File: config.mk
export PLATFORM = sky130hd
export DESIGN_NAME = circular_deque
export DESIGN_NICKNAME = d
export VERILOG_FILES = /design/src/rtl/dq_pkg.sv /design/src/rtl/dq_cell.sv /design/src/rtl/circular_deque.sv
export SDC_FILE = /design/constraint.sdc
export NUM_CORES = 1
export LEC_CHECK = 0
export ABC_AREA = 1
export CAP_MARGIN = 10
export CORE_AREA = 5 5 211 213
export CTS_CLUSTER_DIAMETER = 120
export CTS_CLUSTER_SIZE = 12
export DETAILED_ROUTE_END_ITERATION = 6
export DIE_AREA = 0 0 216 218
export DONT_BUFFER_PORTS = 1
export GPL_TIMING_DRIVEN = 0
export PLACE_DENSITY = 0.75
export SLEW_MARGIN = 20
export SYNTH_ARGS = -nofsm -noshare
export SYNTH_HDL_FRONTEND = slang
export SYNTH_SLANG_ARGS = --single-unit
export TNS_END_PERCENT = 1
File: constraint.sdc
create_clock -name clk -period 6.8 [get_ports clk]
set_input_delay 0.68 -clock clk [delete_from_list [all_inputs] [get_ports clk]]
set_output_delay 0.68 -clock clk [all_outputs]
set_load 0.02 [all_outputs]
File: src/rtl/dq_pkg.sv
`timescale 1ns / 1ps
// ----------------------------------------------------------------------------
// dq_pkg: shared types for the circular deque
// Operation and status codes, the command broadcast to every cell and the
// record that a cell hands to its neighbors.
// ----------------------------------------------------------------------------
package dq_pkg;

  localparam int DataW = 32;

  typedef enum logic [1:0] {
    KIND_ADD_FRONT = 2'd0,
    KIND_ADD_REAR  = 2'd1,
    KIND_REM_FRONT = 2'd2,
    KIND_REM_REAR  = 2'd3
  } dq_kind_t;

  typedef enum logic [1:0] {
    ST_DONE  = 2'd0,
    ST_FULL  = 2'd1,
    ST_EMPTY = 2'd2
  } dq_status_t;

  // Command seen by every cell in the same cycle.
  typedef struct packed {
    logic     en;
    dq_kind_t kind;
  } dq_cmd_t;

  // Contents of one cell. fwd is the front-aligned copy (element k from the
  // front), bwd the rear-aligned copy (element k from the rear).
  typedef struct packed {
    logic                    valid;
    logic signed [DataW-1:0] fwd;
    logic signed [DataW-1:0] bwd;
  } dq_cell_t;

endpackage

File: src/rtl/dq_cell.sv
`timescale 1ns / 1ps
// ----------------------------------------------------------------------------
// dq_cell: one position of the deque chain
// Holds one front-aligned and one rear-aligned element and shifts them to or
// from its neighbors on each executed command.
// ----------------------------------------------------------------------------
module dq_cell (
  input  logic                           clk,
  input  logic                           rst_n,
  input  dq_pkg::dq_cmd_t                cmd,
  input  logic signed [dq_pkg::DataW-1:0] ins_value,
  input  dq_pkg::dq_cell_t               left_in,
  input  dq_pkg::dq_cell_t               right_in,
  output dq_pkg::dq_cell_t               state_out
);
  import dq_pkg::*;

  logic                    valid_r, valid_nxt;
  logic signed [DataW-1:0] fwd_r, fwd_nxt;
  logic signed [DataW-1:0] bwd_r, bwd_nxt;
  logic                    first_free;

  // First empty position of the occupied run: the append point of each copy.
  assign first_free = !valid_r && left_in.valid;

  always_comb begin
    valid_nxt = valid_r;
    fwd_nxt   = fwd_r;
    bwd_nxt   = bwd_r;
    if (cmd.en) begin
      unique case (cmd.kind)
        KIND_ADD_FRONT: begin
          valid_nxt = left_in.valid;
          fwd_nxt   = left_in.fwd;
          if (first_free) begin
            bwd_nxt = ins_value;
          end
        end
        KIND_ADD_REAR: begin
          valid_nxt = left_in.valid;
          bwd_nxt   = left_in.bwd;
          if (first_free) begin
            fwd_nxt = ins_value;
          end
        end
        KIND_REM_FRONT: begin
          valid_nxt = right_in.valid;
          fwd_nxt   = right_in.fwd;
        end
        KIND_REM_REAR: begin
          valid_nxt = right_in.valid;
          bwd_nxt   = right_in.bwd;
        end
        default: begin
          valid_nxt = valid_r;
        end
      endcase
    end
  end

  always_ff @(posedge clk) begin
    if (!rst_n) begin
      valid_r <= 1'b0;
    end else begin
      valid_r <= valid_nxt;
    end
  end

  always_ff @(posedge clk) begin
    fwd_r <= fwd_nxt;
    bwd_r <= bwd_nxt;
  end

  assign state_out.valid = valid_r;
  assign state_out.fwd   = fwd_r;
  assign state_out.bwd   = bwd_r;

endmodule

File: src/rtl/circular_deque.sv
`timescale 1ns / 1ps
// ----------------------------------------------------------------------------
// circular_deque: double-ended queue of signed 32-bit integers
// A chain of DEPTH cells keeps the contents twice, once aligned to the front
// and once to the rear, so both ends always sit in the first cell.
// ----------------------------------------------------------------------------
// Usage:
//   Input channel (in_valid / in_stall): in_kind selects add at front, add at
//   rear, remove front or remove rear; in_value is the element to add and is
//   ignored for removals.
//   Result channel (out_valid / out_stall): one transfer per input item with
//   out_status (done, rejected full, rejected empty), out_removed_value, the
//   front and rear elements after the operation (zero when empty) and the
//   empty / full flags.
//   The result is registered and valid in the cycle after the input transfer.
//   Throughput is one item per cycle unless the receiver stalls: every cell
//   updates from its neighbors in parallel, so the whole chain updates at once.
//   An add on a full deque or a remove on an empty one is rejected and leaves
//   the contents untouched.
//   Reset empties the deque and drops any pending result; there is no
//   clearing pass, the block accepts items as soon as reset is released.
//   While the receiver stalls a pending result, in_stall is raised and the
//   chain holds, so the front/rear/flag outputs stay with their result.
// ----------------------------------------------------------------------------
module circular_deque #(
  parameter int DEPTH = 8
) (
  input  logic                           clk,
  input  logic                           rst_n,
  input  logic                           in_valid,
  output logic                           in_stall,
  input  logic [1:0]                     in_kind,
  input  logic signed [dq_pkg::DataW-1:0] in_value,
  output logic                           out_valid,
  input  logic                           out_stall,
  output logic [1:0]                     out_status,
  output logic signed [dq_pkg::DataW-1:0] out_removed_value,
  output logic signed [dq_pkg::DataW-1:0] out_front_value,
  output logic signed [dq_pkg::DataW-1:0] out_rear_value,
  output logic                           out_is_empty,
  output logic                           out_is_full
);
  import dq_pkg::*;

  dq_cell_t                cell_q [DEPTH];
  dq_cell_t                head_feed;
  dq_cmd_t                 cmd;
  dq_kind_t                kind;
  dq_status_t              status_c;
  logic [DEPTH-1:0]        valid_vec;
  logic                    accept;
  logic                    is_add;
  logic                    full_now;
  logic                    empty_now;
  logic signed [DataW-1:0] removed_c;

  logic                    out_valid_r, out_valid_nxt;
  dq_status_t              out_status_r;
  logic signed [DataW-1:0] out_removed_r;

  // Take a new item whenever the result register is free or being drained.
  assign in_stall = out_valid_r && out_stall;
  assign accept   = in_valid && !in_stall;

  assign kind      = dq_kind_t'(in_kind);
  assign is_add    = (kind == KIND_ADD_FRONT) || (kind == KIND_ADD_REAR);
  assign full_now  = cell_q[DEPTH-1].valid;
  assign empty_now = !cell_q[0].valid;

  // Reject adds on a full deque and removes on an empty one.
  always_comb begin
    status_c = ST_DONE;
    if (is_add && full_now) begin
      status_c = ST_FULL;
    end else if (!is_add && empty_now) begin
      status_c = ST_EMPTY;
    end
  end

  // Both ends live in cell 0: the front copy and the rear copy.
  always_comb begin
    removed_c = '0;
    if (status_c == ST_DONE) begin
      if (kind == KIND_REM_FRONT) begin
        removed_c = cell_q[0].fwd;
      end else if (kind == KIND_REM_REAR) begin
        removed_c = cell_q[0].bwd;
      end
    end
  end

  assign cmd.en   = accept && (status_c == ST_DONE);
  assign cmd.kind = kind;

  // Feed for the front of the chain: a new element shifting in at cell 0.
  assign head_feed.valid = 1'b1;
  assign head_feed.fwd   = in_value;
  assign head_feed.bwd   = in_value;

  for (genvar i = 0; i < DEPTH; i++) begin : g_cell
    dq_cell_t left_in;
    dq_cell_t right_in;
    if (i == 0) begin : g_first
      assign left_in = head_feed;
    end else begin : g_inner_l
      assign left_in = cell_q[i-1];
    end
    if (i == DEPTH - 1) begin : g_last
      assign right_in = '0;
    end else begin : g_inner_r
      assign right_in = cell_q[i+1];
    end
    dq_cell u_cell (
      .clk       (clk),
      .rst_n     (rst_n),
      .cmd       (cmd),
      .ins_value (in_value),
      .left_in   (left_in),
      .right_in  (right_in),
      .state_out (cell_q[i])
    );
  end

  always_comb begin
    for (int i = 0; i < DEPTH; i++) begin
      valid_vec[i] = cell_q[i].valid;
    end
  end

  // Result register: hold while stalled, load on every accepted item.
  assign out_valid_nxt = accept || (out_valid_r && out_stall);

  always_ff @(posedge clk) begin
    if (!rst_n) begin
      out_valid_r <= 1'b0;
    end else begin
      out_valid_r <= out_valid_nxt;
    end
  end

  always_ff @(posedge clk) begin
    if (accept) begin
      out_status_r  <= status_c;
      out_removed_r <= removed_c;
    end
  end

  // Front/rear/flags come straight off cell 0 and the last cell; the chain
  // does not move while a pending result is stalled, so they stay matched to it.
  assign out_valid         = out_valid_r;
  assign out_status        = out_status_r;
  assign out_removed_value = out_removed_r;
  assign out_front_value   = cell_q[0].valid ? cell_q[0].fwd : '0;
  assign out_rear_value    = cell_q[0].valid ? cell_q[0].bwd : '0;
  assign out_is_empty      = !cell_q[0].valid;
  assign out_is_full       = cell_q[DEPTH-1].valid;

  // Occupied cells always form one run starting at cell 0.
  a_thermometer: assert property (@(posedge clk) disable iff (!rst_n)
    (valid_vec & (valid_vec + {{(DEPTH-1){1'b0}}, 1'b1})) == '0)
    else $error("deque occupancy is not a contiguous run from cell 0");

  // With one element the front and rear copies must agree.
  a_single_match: assert property (@(posedge clk) disable iff (!rst_n)
    ($countones(valid_vec) == 1) |-> (cell_q[0].fwd == cell_q[0].bwd))
    else $error("front and rear copies differ for a single element");

  // A rejected operation leaves the occupancy untouched.
  a_reject_holds: assert property (@(posedge clk) disable iff (!rst_n)
    (accept && (status_c != ST_DONE)) |=> $stable(valid_vec))
    else $error("rejected operation changed the deque");

  // A successful add always leaves the deque non-empty.
  a_add_fills: assert property (@(posedge clk) disable iff (!rst_n)
    (cmd.en && is_add) |=> cell_q[0].valid)
    else $error("deque empty after a successful add");

endmodule
# --- Word-level counts from Yosys, hierarchy flattened ---
# Index checks and enable logic that the tools add are counted.
word_totals:
  reg_bits: 555
  input_bits: 38
  out_inout_bits: 102
  wordCells: 130
op_classes:
  n_reduce_logical: 46
  n_eq_ne: 19
  muxes: 38
ops:
  columns: ["op", "n"]
  rows:
  - ["32-bit case mux with 3 select lines", 16]
  - ["32-bit two-way mux", 12]
  - ["3-bit AND reduction", 16]
  - ["2-bit by 1-bit inequality test with 1-bit output, second input constant", 14]
  - ["1-bit case mux with 2 select lines", 8]
  - ["1-bit logical AND", 12]
  - ["1-bit logical NOT", 10]
  - ["3-bit nonzero test", 2]
  - ["2-bit == test, second input constant", 2]
  - ["2-bit logical NOT", 2]
  - ["2-bit two-way mux", 2]
  - ["2-bit inequality test, second input constant", 2]
  - ["2-bit OR reduction", 2]
  - ["2-bit by 1-bit == test with 1-bit output, second input constant", 1]
  - ["1-bit logical OR", 2]

# --- Logic depth before layout (Yosys ltp) ---
depth:
  word_depth: 9
  depth_mapped: 9
  depth_no_buf: 8

# --- Cells and area by module ---
# From an unflattened synthesis, not the netlist that was laid out.
hier_totals:
  cells_unflattened: 3107
  hier_area_um2: 29176.7
modules_own_cells:
  columns: ["module", "seq_area_each_um2", "cells_each", "instances", "area_each_um2"]
  rows:
  - ["dq_cell (g_cell[1].u_cell ...)", 1941.9, 351, 7, 3353.2]
  - ["dq_cell (g_cell[0].u_cell)", 1941.9, 351, 1, 3334.4]
  - ["circular_deque", 1041.0, 299, 1, 2369.8]

# --- Least setup slack after synthesis ---
# OpenSTA, ideal clock, no wires.
synth_timing:
  path_type: "input to register"
  start: "input in_valid"
  end: "register g_cell[2].u_cell.bwd_r[0], enable pin"
  setup_slack_ns: 1.011
  setup_ns: 0.461
  arrival_ns: 5.328
  n_path_buf: 1
  t_required_ns: 6.339
  cell_stages: 5
  path_cell_list: "inv_1 > a21oi_1 > nand3_1 > buf_2 > nor3_1"
synth_via:
  elab_chain_len: 3
synth_rtl:
  columns: ["element", "line", "source"]
  rows:
  - ["start, declared", "circular_deque.sv:30", "input logic in_valid,"]
  - ["1-bit logical AND", "circular_deque.sv:63", "assign accept = in_valid && !in_stall;"]
  - ["named net accept", "circular_deque.sv:51", "logic accept;"]
  - ["1-bit logical AND", "circular_deque.sv:92", "assign cmd.en = accept && (status_c == ST_DONE);"]
  - ["3-bit AND reduction (no source line)", null, null]
  - ["end signal, assigned", "dq_cell.sv:71", "bwd_r <= bwd_nxt;"]
  - ["end, declared", "dq_cell.sv:20", "logic signed [DataW-1:0] bwd_r, bwd_nxt;"]
# The timed path passes the listed nets, and every way through them passes these cells.
# A chain may end at the register's enable or synchronous reset.

# --- Final worst setup path ---
layout_timing:
  start: "register out_valid_r, in the netlist out_valid"
  end: "register g_cell[1].u_cell.bwd_r[6], enable pin"
layout_via:
  elab_chain_len: 5
layout_rtl:
  columns: ["element", "line", "source"]
  rows:
  - ["start, declared", "circular_deque.sv:57", "logic out_valid_r, out_valid_nxt;"]
  - ["start signal, assigned", "circular_deque.sv:137", "out_valid_r <= out_valid_nxt;"]
  - ["1-bit logical AND", "circular_deque.sv:62", "assign in_stall = out_valid_r && out_stall;"]
  - ["1-bit logical NOT", "circular_deque.sv:63", null]
  - ["1-bit logical AND", "circular_deque.sv:63", null]
  - ["named net accept", "circular_deque.sv:51", null]
  - ["1-bit logical AND", "circular_deque.sv:92", null]
  - ["3-bit AND reduction (no source line)", null, null]
  - ["end signal, assigned", "dq_cell.sv:71", null]
  - ["end, declared", "dq_cell.sv:20", null]
# The timed path passes the listed nets, and every way through them passes these cells.

==> qor.yml <==
status: "finished clean"
drive_gt1_share_pct: 10.3
die_y_um: 218
slowest_delay_ns: 0.62
dr_wl_met2_um: 34200
slowest_stage: "nor3_2"
rsz0062_at_grt: "no"
fmaxAchievable_ghz: 0.306
cp-endpoint: "g_cell[1].u_cell.bwd_r[6]$_DFFE_PP_"
start_kind: "flip-flop"
cts_setup_buffers: 0
synth_cells: 2273
routedLengthMet1_um: 29200
r2r_end: "g_cell[1].u_cell.bwd_r[6]$_DFFE_PP_"
cp_cell_sequence: "a21oi_4 -> nand3_1 -> buf_2 -> nor3_2 -> buf_4 -> buf_6 -> buf_4"
place_congestion: 0.988
cts_made_buffers: 52
cp_max_fo: 15
cts_sinks: 555
io_pins: 140
cts_tree: "built"
reg2reg_depth: 7
multi_input_area_sq_mm: 0.00653
grt_pass1_wl_um: 116000
clkTransAtPathRegs_ns: 0.06
p_leak_nw: 11.0
cts_buffer_depth: 3
numPortBuffers: 0
seqCellArea_sq_mm: 0.0166
ctsResizeCount: 0
dr.pass1.iters: 6
core-area_sq_mm: 0.0425
finalCritPeriodShare_pct: 48.0
yosysSeqAreaShare_pct: 66.0
top_layer_used: "met4"
n_antenna_cell: 0
routed-wl-met3_um: 11400
hold_buffers: 0
ir_worst_vdd_mv: 0.252
syn2layout_area_growth_pct: 10.8
drt-total-wl_um: 77400
critPathLaunch: "out_valid$_SDFF_PN0_"
num-fill-cells: 3189
die_area_sq_mm: 0.0471
total_power_mw: 7.68
period_minus_slack_ns: 3.27
hold_viol: 0
final_core_util_pct: 65.5
drtIter0Drc: 3106
syn_nets: 2317
min_path_type: "input pin to flip-flop"
dp.cells: 2877
htree_levels: 2
fin_hold_ws_ns: 0.269
overflow: 0
worstHoldStart: "out_stall"
root_buffer: "clkbuf_16"
post-dp-hpwl_um: 57100
setup_viol: 0
drc_errors: 0
finClkSkew_ns: 0.0178
layout.nets: 2429
detail_route.wl_per_cell_um: 26.3
track_usage_pct: 32.2
grt_start_max_net_pins: 22
fin_cells: 2943
rows: 76
via_count: 19400
tightest_slew_ns: 0.888
yosys_warnings: 0
initial_utilization_pct: 59.1
crit_arrival_ns: 3.56
antenna_found_initial: 0
die_w_um: 216
ys_ff_latch: 555
worstSkewPairLatency_ns: 0.60
regToRegStartpoint: "out_valid$_SDFF_PN0_"
cap_violations: 0
vias_per_cell: 6.58
path_class: "flip-flop to flip-flop"
syn-cell-area_sq_mm: 0.0251
relSlewSlack_pct: 40.8
grt_pass1_vias: 19300
cp-end-kind: "flip-flop"
r2r_slack_ns: 3.53
power_density_mw_per_mm2: 276
final_max_slew_viol_count: 0
ys_types: 24
postRouteAntennaNets: 0
worstPathRequired_ns: 7.09
crit_path_frequent_cell: "buf_4"
syn_area_per_cell_sq_um: 11.1
where the power goes:
| group | total (mW) | internal, mW | switching (mW) |
|---|---|---|---|
| sequential | 4.15 | 4.04 | 0.112 |
| clock | 2.62 | 1.39 | 1.23 |
| combinational | 0.905 | 0.254 | 0.651 |
| total | 7.68 | 5.68 | 1.99 |
stage by stage:
stage	area [sq um]	setup WS (ns)	TNS [ns]
6_report	27800	3.53	0
5_1_grt	27800	3.36	0
4_1_cts	27800	3.51	0
3_5_place_dp	26400	3.29	0
3_3_place_gp	25800	-2.36	-904.79
2_1_floorplan	25100	1.01	0
worst min-delay path by stage:
stage / end / slack (ns) / cells after the start
after CTS: out_valid$_SDFF_PN0_ / 0.25 / 2
after global routing: out_valid$_SDFF_PN0_ / 0.28 / 2
after floorplan: g_cell[6].u_cell.fwd_r[28]$_DFFE_PP_ / 0.51 / 2
after detailed placement: g_cell[6].u_cell.fwd_r[14]$_DFFE_PP_ / 0.52 / 2
after global placement: g_cell[6].u_cell.fwd_r[10]$_DFFE_PP_ / 0.52 / 2
final: out_valid$_SDFF_PN0_ / 0.27 / 2
cell usage after synthesis, drive strengths merged:
| cell | instances | area [sq um] |
|---|---|---|
| edfxtp | 546 | 16400 |
| nand2 | 511 | 2020 |
| inv | 385 | 1450 |
| o211ai | 178 | 1340 |
| o221ai | 149 | 1310 |
| o21ai | 129 | 646 |
| buf | 98 | 510 |
| a21oi | 84 | 420 |
| nor2 | 61 | 229 |
| nand3 | 60 | 300 |
| clkbuf | 39 | 146 |
| nor3 | 15 | 80.1 |
| dfxtp | 9 | 180 |
| ha | 6 | 75.1 |
| nor3b | 2 | 25.0 |
| a21boi | 1 | 7.51 |
state kept, by name (all words and copies together) (netlist names):
signal,cells
g_cell.u_cell.bwd_r,256
out_status,2
g_cell.u_cell.valid_r,8
g_cell.u_cell.fwd_r,256
out_valid,1
out_removed_value,32
worst max-delay path, delay by kind of cell, from the launching register on:
family                 cells  cell delay (ns)
AO/OA/AOI/OAI              1             0.56
buffers and inverters      4             1.05
flip-flops                 1             0.42
AND/OR/NAND/NOR            2             0.92
cell families (layout without fill, tap and decap cells):
family	Yosys count	count (layout)	synth area share, %
AOI/OAI and AO/OA	541	541	14.8
adders and majority gates	6	6	0.299
buffers and inverters	522	646	8.37
DFF	555	555	66.0
and+or+nand+nor	649	649	10.6
per-layer routing:
metal	vias up	global-route usage, %
li1	8230	-
met1	9410	44.1
met2	1525	49.0
met3	187	11.0
met4	0	10.5
met5	-	0
layout by cell type (no fill, tap or decap), drive strengths merged:
cell / instances
nor3: 15
a21oi: 84
nor2: 61
o221ai: 149
clkbuf: 102
buf: 156
nand3: 60
edfxtp: 546
inv: 388
dfxtp: 9
ha: 6
a21boi: 1
nor3b: 2
o211ai: 178
o21ai: 129
nand2: 511
final cells by class:
type	count	share of cell area, %
inverter	385	5.19
clock buffer	63	4.90
tap	546	2.46
buffer	137	2.36
clock inverter	3	0.103
timing repair buffer	58	1.93
sequential	555	59.6
multi-input combinational	1196	23.5
No activity file was read; power rests on OpenSTA's default activity.
